## src/rtl/hwd_pkg.sv

```systemverilog
// Shared types, constants and the microcode program of the tree walk decoder.
package hwd_pkg;

    localparam int TREE_NODES    = 128;
    localparam int NODE_W        = 7;
    localparam int NODE_AW       = $clog2(TREE_NODES);
    localparam int SYM_W         = 7;
    localparam int BYTE_W        = 8;
    localparam int HELD_N        = 3;
    localparam int BITS_PER_BYTE = 8;
    localparam int CNT_W         = $clog2(BITS_PER_BYTE + 1);

    typedef logic [NODE_W-1:0]   node_t;
    typedef logic [BYTE_W-1:0]   byte_t;
    typedef logic [SYM_W-1:0]    sym_t;
    typedef logic [2*BYTE_W-1:0] tree_word_t;
    typedef logic [CNT_W-1:0]    cnt_t;
    typedef logic [1:0]          sel_t;
    typedef logic [1:0]          hcnt_t;

    // action codes
    localparam logic ACT_TREE = 1'b0;
    localparam logic ACT_CODE = 1'b1;

    typedef enum logic [2:0] {
        OP_IDLE,
        OP_WALK,
        OP_EMIT,
        OP_FLUSH,
        OP_END
    } op_t;

    typedef enum logic [2:0] {
        C_NEVER,
        C_START,
        C_SYM4,
        C_MORE_WALK,
        C_MORE,
        C_SKIP
    } cond_t;

    typedef logic [3:0] step_t;

    localparam step_t STEP_IDLE   = 4'd0;
    localparam step_t STEP_WALK   = 4'd1;
    localparam step_t STEP_EMIT0  = 4'd2;
    localparam step_t STEP_EMIT1  = 4'd3;
    localparam step_t STEP_EMIT2  = 4'd4;
    localparam step_t STEP_FLUSH0 = 4'd5;
    localparam step_t STEP_FLUSH1 = 4'd6;
    localparam step_t STEP_FLUSH2 = 4'd7;
    localparam step_t STEP_END    = 4'd8;

    // control word: first hit of cond_a, cond_b picks the target, else nxt
    typedef struct packed {
        op_t   op;
        sel_t  sel;
        cond_t cond_a;
        step_t tgt_a;
        cond_t cond_b;
        step_t tgt_b;
        step_t nxt;
    } uword_t;

    // sequencer to datapath
    typedef struct packed {
        op_t  op;
        sel_t sel;
    } ctrl_t;

    // datapath to sequencer
    typedef struct packed {
        logic start;
        logic sym4;
        logic cnt_one;
        logic cnt_zero;
        logic skip;
        logic stall;
    } stat_t;

    function automatic uword_t ucode(step_t s);
        uword_t w;
        unique case (s)
            STEP_IDLE:   w = '{OP_IDLE,  2'd0, C_START, STEP_WALK,
                               C_NEVER, STEP_IDLE, STEP_IDLE};
            STEP_WALK:   w = '{OP_WALK,  2'd0, C_SYM4, STEP_EMIT0,
                               C_MORE_WALK, STEP_WALK, STEP_FLUSH0};
            STEP_EMIT0:  w = '{OP_EMIT,  2'd0, C_NEVER, STEP_IDLE,
                               C_NEVER, STEP_IDLE, STEP_EMIT1};
            STEP_EMIT1:  w = '{OP_EMIT,  2'd1, C_NEVER, STEP_IDLE,
                               C_NEVER, STEP_IDLE, STEP_EMIT2};
            STEP_EMIT2:  w = '{OP_EMIT,  2'd2, C_MORE, STEP_WALK,
                               C_NEVER, STEP_IDLE, STEP_FLUSH0};
            STEP_FLUSH0: w = '{OP_FLUSH, 2'd0, C_SKIP, STEP_END,
                               C_NEVER, STEP_IDLE, STEP_FLUSH1};
            STEP_FLUSH1: w = '{OP_FLUSH, 2'd1, C_SKIP, STEP_END,
                               C_NEVER, STEP_IDLE, STEP_FLUSH2};
            STEP_FLUSH2: w = '{OP_FLUSH, 2'd2, C_SKIP, STEP_END,
                               C_NEVER, STEP_IDLE, STEP_END};
            STEP_END:    w = '{OP_END,   2'd0, C_NEVER, STEP_IDLE,
                               C_NEVER, STEP_IDLE, STEP_IDLE};
            default:     w = '{OP_IDLE,  2'd0, C_NEVER, STEP_IDLE,
                               C_NEVER, STEP_IDLE, STEP_IDLE};
        endcase
        return w;
    endfunction

endpackage

```

## src/rtl/hwd_if.sv

```systemverilog
// Request and result channel interfaces.
interface hwd_in_if import hwd_pkg::*; ();
    logic  valid;
    logic  ready;
    logic  action;
    node_t node_index;
    byte_t left_child;
    byte_t right_child;
    byte_t code_byte;
    logic  end_of_stream;

    modport source (
        output valid, action, node_index, left_child, right_child, code_byte,
               end_of_stream,
        input  ready
    );
    modport sink (
        input  valid, action, node_index, left_child, right_child, code_byte,
               end_of_stream,
        output ready
    );
endinterface

interface hwd_out_if import hwd_pkg::*; ();
    logic  valid;
    logic  ready;
    byte_t out_byte;
    logic  byte_valid;
    logic  run_last;
    logic  stream_done;

    modport source (
        output valid, out_byte, byte_valid, run_last, stream_done,
        input  ready
    );
    modport sink (
        input  valid, out_byte, byte_valid, run_last, stream_done,
        output ready
    );
endinterface

```

## src/rtl/hwd_seq.sv

```systemverilog
// Microcode sequencer: step counter, control ROM and jump conditions.
module hwd_seq import hwd_pkg::*; (
    input  logic  clk,
    input  logic  rst_n,
    input  stat_t stat,
    output ctrl_t ctrl
);

    step_t  upc_reg;
    step_t  upc_next;
    uword_t cw;

    function automatic logic cond_hit(cond_t c, stat_t s);
        logic hit;
        unique case (c)
            C_NEVER:     hit = 1'b0;
            C_START:     hit = s.start;
            C_SYM4:      hit = s.sym4;
            C_MORE_WALK: hit = !s.cnt_one;
            C_MORE:      hit = !s.cnt_zero;
            C_SKIP:      hit = s.skip;
            default:     hit = 1'b0;
        endcase
        return hit;
    endfunction

    always_comb
    begin
        cw       = ucode(upc_reg);
        ctrl.op  = cw.op;
        ctrl.sel = cw.sel;
        priority if (stat.stall)
        begin
            upc_next = upc_reg;
        end
        else if (cond_hit(cw.cond_a, stat))
        begin
            upc_next = cw.tgt_a;
        end
        else if (cond_hit(cw.cond_b, stat))
        begin
            upc_next = cw.tgt_b;
        end
        else
        begin
            upc_next = cw.nxt;
        end
    end

    always_ff @(posedge clk or negedge rst_n)
    begin
        if (!rst_n)
        begin
            upc_reg <= STEP_IDLE;
        end
        else
        begin
            upc_reg <= upc_next;
        end
    end

endmodule

```

## src/rtl/hwd_dp.sv

```systemverilog
// Datapath: tree memory, walk cursor, held symbols, result staging and output.
module hwd_dp import hwd_pkg::*; (
    input  logic      clk,
    input  logic      rst_n,
    hwd_in_if.sink    in_ch,
    hwd_out_if.source out_ch,
    input  ctrl_t     ctrl,
    output stat_t     stat
);

    tree_word_t tree_mem [TREE_NODES];
    tree_word_t rd_data_reg;

    node_t cursor_reg;
    byte_t code_reg;
    cnt_t  cnt_reg;
    logic  eos_reg;
    sym_t  held_reg [HELD_N];
    hcnt_t hc_reg;
    sym_t  sym_reg;

    logic  pend_valid_reg;
    byte_t pend_byte_reg;

    logic  out_valid_reg;
    byte_t out_byte_reg;
    logic  out_bv_reg;
    logic  out_last_reg;
    logic  out_done_reg;

    logic  accept;
    logic  start;
    logic  walk;
    byte_t child;
    logic  is_sym;
    node_t next_node;
    node_t rd_addr;
    logic  rd_in_range;
    logic  wr_in_range;
    logic  out_free;
    logic  push_ok;
    logic  skip;
    logic  push_req;
    logic  end_req;
    logic  stall;
    logic  push;
    logic  fin;
    sym_t  held_sel;
    logic [1:0] pair;
    byte_t push_byte;

    assign in_ch.ready = (ctrl.op == OP_IDLE);
    assign accept      = in_ch.valid && in_ch.ready;
    assign start       = accept && (in_ch.action == ACT_CODE);
    assign walk        = (ctrl.op == OP_WALK);

    // one tree step: bit 1 takes the left child (high byte)
    assign child     = code_reg[BYTE_W-1] ? rd_data_reg[2*BYTE_W-1:BYTE_W]
                                          : rd_data_reg[BYTE_W-1:0];
    assign is_sym    = child[SYM_W];
    assign next_node = is_sym ? '0 : node_t'(child[SYM_W-1:0]);
    assign rd_addr   = walk ? next_node : cursor_reg;

    assign rd_in_range = {1'b0, rd_addr} < (NODE_W+1)'(TREE_NODES);
    assign wr_in_range = {1'b0, in_ch.node_index} < (NODE_W+1)'(TREE_NODES);

    always_ff @(posedge clk)
    begin
        if (accept && (in_ch.action == ACT_TREE) && wr_in_range)
        begin
            tree_mem[in_ch.node_index[NODE_AW-1:0]] <=
                {in_ch.left_child, in_ch.right_child};
        end
        rd_data_reg <= rd_in_range ? tree_mem[rd_addr[NODE_AW-1:0]] : '0;
    end

    always_comb
    begin
        unique case (ctrl.sel)
            2'd0:    begin held_sel = held_reg[0]; pair = sym_reg[5:4]; end
            2'd1:    begin held_sel = held_reg[1]; pair = sym_reg[3:2]; end
            default: begin held_sel = held_reg[2]; pair = sym_reg[1:0]; end
        endcase
    end

    assign out_free = !out_valid_reg || out_ch.ready;
    assign push_ok  = !pend_valid_reg || out_free;
    assign skip     = !eos_reg || (hc_reg <= ctrl.sel);
    assign push_req = (ctrl.op == OP_EMIT) || ((ctrl.op == OP_FLUSH) && !skip);
    assign end_req  = (ctrl.op == OP_END) && (pend_valid_reg || eos_reg);
    assign stall    = (push_req && !push_ok) || (end_req && !out_free);
    assign push     = push_req && !stall;
    assign fin      = end_req && !stall;

    // top bits only on a completed group; bit 6 of the held symbol is OR-ed
    assign push_byte = (ctrl.op == OP_EMIT)
                       ? ({1'b0, held_sel} | {pair, 6'b0})
                       : {1'b0, held_sel};

    assign stat.start    = start;
    assign stat.sym4     = is_sym && (hc_reg == hcnt_t'(HELD_N));
    assign stat.cnt_one  = (cnt_reg == cnt_t'(1));
    assign stat.cnt_zero = (cnt_reg == '0);
    assign stat.skip     = skip;
    assign stat.stall    = stall;

    always_ff @(posedge clk or negedge rst_n)
    begin
        if (!rst_n)
        begin
            cursor_reg     <= '0;
            cnt_reg        <= '0;
            hc_reg         <= '0;
            pend_valid_reg <= 1'b0;
            out_valid_reg  <= 1'b0;
        end
        else
        begin
            if (start)
            begin
                cnt_reg <= cnt_t'(BITS_PER_BYTE);
            end
            else if (walk)
            begin
                cnt_reg <= cnt_reg - cnt_t'(1);
            end

            if (walk)
            begin
                cursor_reg <= next_node;
                if (is_sym)
                begin
                    hc_reg <= (hc_reg == hcnt_t'(HELD_N)) ? '0 : hc_reg + hcnt_t'(1);
                end
            end
            else if (fin && eos_reg)
            begin
                cursor_reg <= '0;
                hc_reg     <= '0;
            end

            if (push)
            begin
                pend_valid_reg <= 1'b1;
            end
            else if (fin)
            begin
                pend_valid_reg <= 1'b0;
            end

            if ((push && pend_valid_reg) || fin)
            begin
                out_valid_reg <= 1'b1;
            end
            else if (out_ch.ready)
            begin
                out_valid_reg <= 1'b0;
            end
        end
    end

    always_ff @(posedge clk)
    begin
        if (start)
        begin
            code_reg <= in_ch.code_byte;
            eos_reg  <= in_ch.end_of_stream;
        end
        else if (walk)
        begin
            code_reg <= {code_reg[BYTE_W-2:0], 1'b0};
        end

        if (walk && is_sym)
        begin
            if (hc_reg == hcnt_t'(HELD_N))
            begin
                sym_reg <= child[SYM_W-1:0];
            end
            for (int i = 0; i < HELD_N; i++)
            begin
                if (hc_reg == hcnt_t'(i))
                begin
                    held_reg[i] <= child[SYM_W-1:0];
                end
            end
        end

        if (push)
        begin
            pend_byte_reg <= push_byte;
        end

        if (push && pend_valid_reg)
        begin
            out_byte_reg <= pend_byte_reg;
            out_bv_reg   <= 1'b1;
            out_last_reg <= 1'b0;
            out_done_reg <= 1'b0;
        end
        else if (fin)
        begin
            out_byte_reg <= pend_valid_reg ? pend_byte_reg : '0;
            out_bv_reg   <= pend_valid_reg;
            out_last_reg <= 1'b1;
            out_done_reg <= eos_reg;
        end
    end

    assign out_ch.valid       = out_valid_reg;
    assign out_ch.out_byte    = out_byte_reg;
    assign out_ch.byte_valid  = out_bv_reg;
    assign out_ch.run_last    = out_last_reg;
    assign out_ch.stream_done = out_done_reg;

endmodule

```

## src/rtl/huffman_tree_walk_decoder_top.sv

```systemverilog
// Top level of the Huffman tree walk decoder.
//
// Usage: requests arrive on in_ch (valid/ready). A request with action 0
// writes one tree node (left child in the high byte, right in the low). A
// request with action 1 carries one code byte, walked MSB first from the
// current node; bit 7 of a child marks a 7-bit symbol.
// Every fourth symbol completes three held bytes, which go out on out_ch.
// end_of_stream flushes held bytes (or a bare end marker if none) and
// returns the walk to the root for the next stream with the same tree.
//
// Sequence: a code byte occupies the block for an accept step, a walk step
// per code bit (one tree bit per cycle, set by the registered tree read feeding
// the next address), the emit steps of each completed group, flush steps (one
// without an end flag, else one more than the held bytes, at most 3) and a
// closing step. in_ch.ready is high only when idle.
//
// Results pass a one-entry staging register (so run_last can be set on the
// last one) and then the output register. When out_ch stalls, the sequencer
// holds its step. Reset empties both registers, clears the cursor and the
// held count; tree contents are undefined until written.
module huffman_tree_walk_decoder_top import hwd_pkg::*; (
    input  logic      clk,
    input  logic      rst_n,
    hwd_in_if.sink    in_ch,
    hwd_out_if.source out_ch
);

    ctrl_t ctrl;   // current control word fields
    stat_t stat;   // datapath flags for jumps and stalls

    hwd_seq u_seq (
        .clk   (clk),
        .rst_n (rst_n),
        .stat  (stat),
        .ctrl  (ctrl)
    );

    hwd_dp u_dp (
        .clk    (clk),
        .rst_n  (rst_n),
        .in_ch  (in_ch),
        .out_ch (out_ch),
        .ctrl   (ctrl),
        .stat   (stat)
    );

endmodule

```

## src/flat_wrapper.sv

```systemverilog
// flat-port wrapper written by rule: the top's interface ports become plain ports
module huffman_tree_walk_decoder_top_flat import hwd_pkg::*;
  (clk, rst_n, in_ch_valid, in_ch_action, in_ch_node_index, in_ch_left_child, in_ch_right_child, in_ch_code_byte, in_ch_end_of_stream, in_ch_ready, out_ch_valid, out_ch_out_byte, out_ch_byte_valid, out_ch_run_last, out_ch_stream_done, out_ch_ready);
  hwd_in_if in_ch_i ();
  hwd_out_if out_ch_i ();
  input  logic clk;
  input  logic rst_n;
  input wire logic [$bits(in_ch_i.valid)-1:0] in_ch_valid;
  input wire logic [$bits(in_ch_i.action)-1:0] in_ch_action;
  input wire logic [$bits(in_ch_i.node_index)-1:0] in_ch_node_index;
  input wire logic [$bits(in_ch_i.left_child)-1:0] in_ch_left_child;
  input wire logic [$bits(in_ch_i.right_child)-1:0] in_ch_right_child;
  input wire logic [$bits(in_ch_i.code_byte)-1:0] in_ch_code_byte;
  input wire logic [$bits(in_ch_i.end_of_stream)-1:0] in_ch_end_of_stream;
  output wire logic [$bits(in_ch_i.ready)-1:0] in_ch_ready;
  output wire logic [$bits(out_ch_i.valid)-1:0] out_ch_valid;
  output wire logic [$bits(out_ch_i.out_byte)-1:0] out_ch_out_byte;
  output wire logic [$bits(out_ch_i.byte_valid)-1:0] out_ch_byte_valid;
  output wire logic [$bits(out_ch_i.run_last)-1:0] out_ch_run_last;
  output wire logic [$bits(out_ch_i.stream_done)-1:0] out_ch_stream_done;
  input wire logic [$bits(out_ch_i.ready)-1:0] out_ch_ready;
  assign in_ch_i.valid = in_ch_valid;
  assign in_ch_i.action = in_ch_action;
  assign in_ch_i.node_index = in_ch_node_index;
  assign in_ch_i.left_child = in_ch_left_child;
  assign in_ch_i.right_child = in_ch_right_child;
  assign in_ch_i.code_byte = in_ch_code_byte;
  assign in_ch_i.end_of_stream = in_ch_end_of_stream;
  assign in_ch_ready = in_ch_i.ready;
  assign out_ch_valid = out_ch_i.valid;
  assign out_ch_out_byte = out_ch_i.out_byte;
  assign out_ch_byte_valid = out_ch_i.byte_valid;
  assign out_ch_run_last = out_ch_i.run_last;
  assign out_ch_stream_done = out_ch_i.stream_done;
  assign out_ch_i.ready = out_ch_ready;
  huffman_tree_walk_decoder_top u_core (.clk(clk), .rst_n(rst_n), .in_ch(in_ch_i), .out_ch(out_ch_i));
endmodule
```

## config.mk

```make
export PLATFORM = sky130hd
export DESIGN_NAME = huffman_tree_walk_decoder_top_flat
export DESIGN_NICKNAME = d
export VERILOG_FILES = /design/src/rtl/hwd_pkg.sv /design/src/rtl/hwd_if.sv /design/src/rtl/hwd_seq.sv /design/src/rtl/hwd_dp.sv /design/src/rtl/huffman_tree_walk_decoder_top.sv /design/src/flat_wrapper.sv
export SDC_FILE = /design/constraint.sdc
export NUM_CORES = 2
export LEC_CHECK = 0
export BUFFER_PORTS_ARGS = -buffer_cell sky130_fd_sc_hd__buf_2
export CORE_UTILIZATION = 45
export DETAILED_ROUTE_END_ITERATION = 7
export PLACE_DENSITY = 0.69
export SETUP_SLACK_MARGIN = 0.1
export SYNTH_ARGS = -nofsm -noshare
export SYNTH_HDL_FRONTEND = slang
export SYNTH_HIERARCHICAL = 1
export SYNTH_SLANG_ARGS = --single-unit
export TNS_END_PERCENT = 30
```

## constraint.sdc

```tcl
create_clock -name clk -period 4.4 [get_ports clk]
set_input_delay 0.44 -clock clk [delete_from_list [all_inputs] [get_ports clk]]
set_output_delay 0.44 -clock clk [all_outputs]
set_load 0.01 [all_outputs]
```

[Yosys cells after proc, flatten, opt, wreduce, memory -nomap -nowiden]
Memory sizes are Yosys's and may differ from the RTL's. A register that Yosys moved wholly into a read port is not among the register bits.
Index checks and enable logic that the tools add are counted.
Word-level totals
  register bits: 53
  bits in writable memories: 2069
  memory bits (read-only): 288
  input port bits: 37
  output and inout bits: 13
  logic and storage cells: 132
  memories kept: 3
Operators by class
  add/subtract/negate cells: 2
  order comparisons: 1
  equal/unequal tests: 20
  multiplexer cells: 47
  bitwise operators: 2
  reduce and logical (&&, ||, !) cells: 42
Memories
  u_core.u_dp.tree_mem: words 128, width 16, rd ports 1, clocked after Yosys merged registers in 1, wr ports 1, RTL line hwd_dp.sv:11  | tree_word_t tree_mem [TREE_NODES];
  (no name shown): words 16, width 18, rd ports 1, clocked after Yosys merged registers in 0, wr ports 0, RTL line hwd_pkg.sv:83  | unique case (s)
  u_core.u_dp.held_reg: words 3, width 7, rd ports 3, clocked after Yosys merged registers in 0, wr ports 1, RTL line hwd_dp.sv:18  | sym_t held_reg [HELD_N];
Operator list (number)
  $mux 7: 7
  $mux 8: 6
  $mux 1: 20
  $eq 3x2->1 const B: 6
  $mux 4: 4
  $eq 3x3->1 const B: 5
  $pmux 7 s2: 1
  $reduce_or 7->1: 2
  $logic_and 1x1->1: 13
  $mux 2: 6
  $pmux 1 s5: 2
  $reduce_bool 2->1: 5
  $eq 3x1->1 const B: 3
  $logic_not 1->1: 9
  $or 7x8->8: 1
  $logic_or 1x1->1: 7
  $eq 2x1->1 const B: 2
  $eq 2x2->1 const B: 2
  $eq 4x1->1 const B: 1
  $logic_not 2->1: 2
  $logic_not 4->1: 1
  $pmux 2 s2: 1
  $reduce_and 2->1: 2
  $sub 4x1->4 const B: 1
  5 further kinds: 5

[Logic depth before layout (Yosys ltp)]
An unclocked memory read counts as a cell.
  depth after elaboration: 13
  depth in mapped cells: 19
  depth with buffers taken out: 13

[Modules after synthesis]
Netlist, hierarchy kept.
Modules (own cells, without submodules)
  hwd_dp: times used 1, cells each 5696, area an instance 85343.1 µm², seq. area each 63816.2 µm²
  hwd_seq: times used 1, cells each 58, area an instance 466.7 µm², seq. area each 100.1 µm²

[Least setup slack after synthesis]
OpenSTA, ideal clock, no wires.
  path type: register to register
  from: register u_core.u_seq.upc_reg[2]
  to: register u_core.u_dp.rd_data_reg[11] (read register of u_core.u_dp.tree_mem)
  setup time: 0.117 ns
  arrival: 3.438 ns
  required time: 4.283 ns
  slack: 0.844 ns
  stages on the path, launching flop included: 15
  buffers on the path: 4
  period minus slack after synthesis: 3.556 ns
  path through: dfrtp_1 clkbuf_1 mux2i_1 nor2_1 or3b_1 buf_2 and2_1 buf_6 nor2_8 buf_4 mux4_2 nand4_1 o41ai_1 a2111o_1 a32o_1
RTL lines
  start, declared: RTL line hwd_seq.sv:9  | step_t upc_reg;
  start signal, assigned: RTL line hwd_seq.sv:58  | upc_reg <= upc_next;
  end, declared: RTL line hwd_dp.sv:12  | tree_word_t rd_data_reg;

==> impl_metrics.csv <==
group,metric,value,unit
pwr,power_density,690,mW/mm2
setup_path,r2r-start,"u_core/u_seq/upc_reg[1]",
die,core_area,0.189,mm2
setup_path,end_kind,"flip-flop",
cells_and_area,largest_reg_flops,2048,
die,die_area,0.192,mm2
setup_path,cp.required,5190,ps
clock_tree,cts_sinks,2138,
clock_tree,insertion_delay,860,ps
pwr,p_leak,0.0334,uW
timing,min_period,4250,ps
die,std_cell_rows,159,
routing,num_vias,55800,
yosys,synth_edf_count,2100,
timing,maxSlewHeadroom,17.8,%
run_status,status,"finished, final reports clean",
timing,maxSlewViolCount,0,
timing,worst_slew_pin_slew,1230,ps
cells_and_area,finalNetCount,6091,
global_route,antenna_found_initial,19,
setup_path,worst_ep_arrival_time,5030,ps
yosys,synthCells,5754,
placed_design,place_inst,8308,
timing,hold_violations,0,
yosys,yosysWarnings,6,
die,die_y,439,um
routing,viasPerCell,6.40,
run,maxCapViolCount,0,
clock_tree,root_buffer,"clkbuf_16",
yosys,syn-num-nets,5804,
routing,drtIter0Drc,9210,
routing,drt-pass1-iter-count,6,
cells_and_area,fin_util,52.4,%
yosys,synth.area.top_cells,"edfxtp_1, nand2_1, mux2i_1",
yosys,synth_cell_types,72,
setup_path,crit_start,"u_core/u_seq/upc_reg[1]",
timing,fin_crit_sh,96.5,%
cells_and_area,final_cell_mix,"edfxtp_1, nand2_1, buf_4, o21ai_0, nand3_1",
yosys,yosys.area.top_type,"edfxtp_1",
routing,wl_per_cell,29.6,um
yosys,synth_top_area_share,73.5,%
clock_tree,clock_path_buffers,3,
setup_path,worstSetupPathType,"flip-flop to flip-flop",
routing,drc,0,
yosys,async_flop_share,0.889,%
clock_tree,cts_buffers,205,
min_path,hp-class,"primary input to flip-flop",
global_route,grt_pass1_wl,366,mm
global_route,track_usage,26.1,%
routing,drt-total-wl,258,mm
yosys,syn_avg_cell_area,14.9,um2
yosys,ys_ff_latch,2138,
timing,setup_violations,0,
pwr,peakVddDrop,0.519,mV
yosys,netlist_area,0.0858,mm2
die,initial_core_util,45.5,%
setup_path,cp-start-kind,"flip-flop",
die,pin_count,50,
placed_design,io_buffers,49,
timing,rsz0062_at_grt,"yes",
clock_tree,clk_pin_slew,60,ps
pwr,power,68200,uW
min_path,hp-start,"in_ch_code_byte[7]",
setup_path,rrSetupSlack,150,ps
clock_tree,h-tree-depth,4,
cells_and_area,syn_to_final_growth,15.3,%
timing,fin_skew,52.2,ps
cells_and_area,layout.cells.non_filler,8719,
die,die_w,439,um
yosys,synth-main-ff-cell,"edfxtp_1",
global_route,grt_max_degree,104,
global_route,grt_pass1_vias,52000,
yosys,ys_seq_area_share,74.5,%
cells_and_area,layout_commonest_cell,"edfxtp_1",
placed_design,place_congestion,0.933,
global_route,overflow,0,
timing,hold-worst-slack,89.3,ps
cells_and_area,layout-drive-gt1-share,14.4,%
timing,timing.fmax,0.235,GHz
clock_tree,cts_tree,"built",
setup_path,worstPathMaxFanout,14,
routing,drtAntennaViolNets,0,
placed_design,dp_hpwl,158,mm
-- worst max-delay path, stage by stage (launching register included) --
cell and delay, ps:
dfrtp_1 350, inv_1 80, ha_1 220, nand2b_1 120
nor2_1 70, buf_4 160, nor3b_4 300, buf_6 280
and3_1 330, a2bb2oi_1 180, nor2_2 440, buf_12 220
buf_4 200, a32oi_1 140, o32ai_1 640, a2111o_1 310
a32o_1 150
-- cell families (layout without fill, tap and decap cells) --
logic type / Yosys count / after routing / share of synthesized area [%]
fa+ha+maj: 13 / 13 / 0.190
simple gates: 1445 / 1445 / 7.44
compound gates: 1322 / 1323 / 11.1
mux: 300 / 300 / 4.03
buf+inv: 533 / 991 / 2.76
flops: 2138 / 2138 / 74.5
xor+xnor: 3 / 3 / 0.0306
other cells: 0 / 11 / 0
-- layer usage --
metal  track usage, %  share of wire (%)  vias to the layer above  wire length [um]
met1             37.5                 39                    28100             99800
li1                 -                  -                    23400                 -
met5            0.347              0.062                        -               160
met3             6.26                 13                      546             33800
met2             38.7                 44                     3790            115000
met4             8.99                3.6                       12              9340
-- stage by stage --
step / setup slack (ps) / instance area [um2] / TNS [ps]
global route: 44.7 / 98900 / 0
detailed placement: -79.3 / 91800 / -79.3
floorplan: 844 / 85800 / 0
global placement: -76.4 / 91800 / -76.4
finish: 152 / 98900 / 0
CTS: 11.6 / 98500 / 0
-- cells in the mapped netlist, drive strengths merged (82+ instances only) --
master	count
a21oi	136
a311oi	135
a31oi	94
a32oi	141
and3	90
buf	135
clkbuf	314
edfxtp	2100
inv	82
mux2i	258
nand2	764
nand3	302
nor2	161
o21ai	315
-- layout make-up --
type                    count  area, um2
well taps                2495       3120
flip-flops and latches   2138      63900
multi-input cells        3084      19900
clock inverters           123       1230
repair buffers            530       5040
diodes                     11       27.5
fillers                 15100      89700
clock buffers             256       5350
inverters                  82        308
-- final timing paths --
kind | cells past startpoint | endpoint
min | 3 | u_core/u_dp/code_reg[7]
max in group asynchronous | 2 | u_core/u_dp/cursor_reg[5]
max | 16 | u_core/u_dp/rd_data_reg[9]
min reg2reg | 2 | u_core/u_dp/out_ch.byte_valid
max reg2reg | 16 | u_core/u_dp/rd_data_reg[9]
min in group asynchronous | 2 | u_core/u_dp/out_ch.valid
-- repair_timing --
action / 4_1_cts / 5_1_grt
setup endpoints to repair: 4 / 16
cloned: 1 / 4
buffers inserted: 0 / 5
gates resized for setup: 3 / 38
pin swaps: 0 / 4
endpoints found under the hold margin: 51 / 0
hold buffers: 11 / 0
-- report_power, final --
part	total, uW	internal [uW]	switching (uW)
Combinational	27700	9230	18500
Clock	17400	9770	7620
Sequential	23100	22900	260
Power figures use the tool's default switching activity.
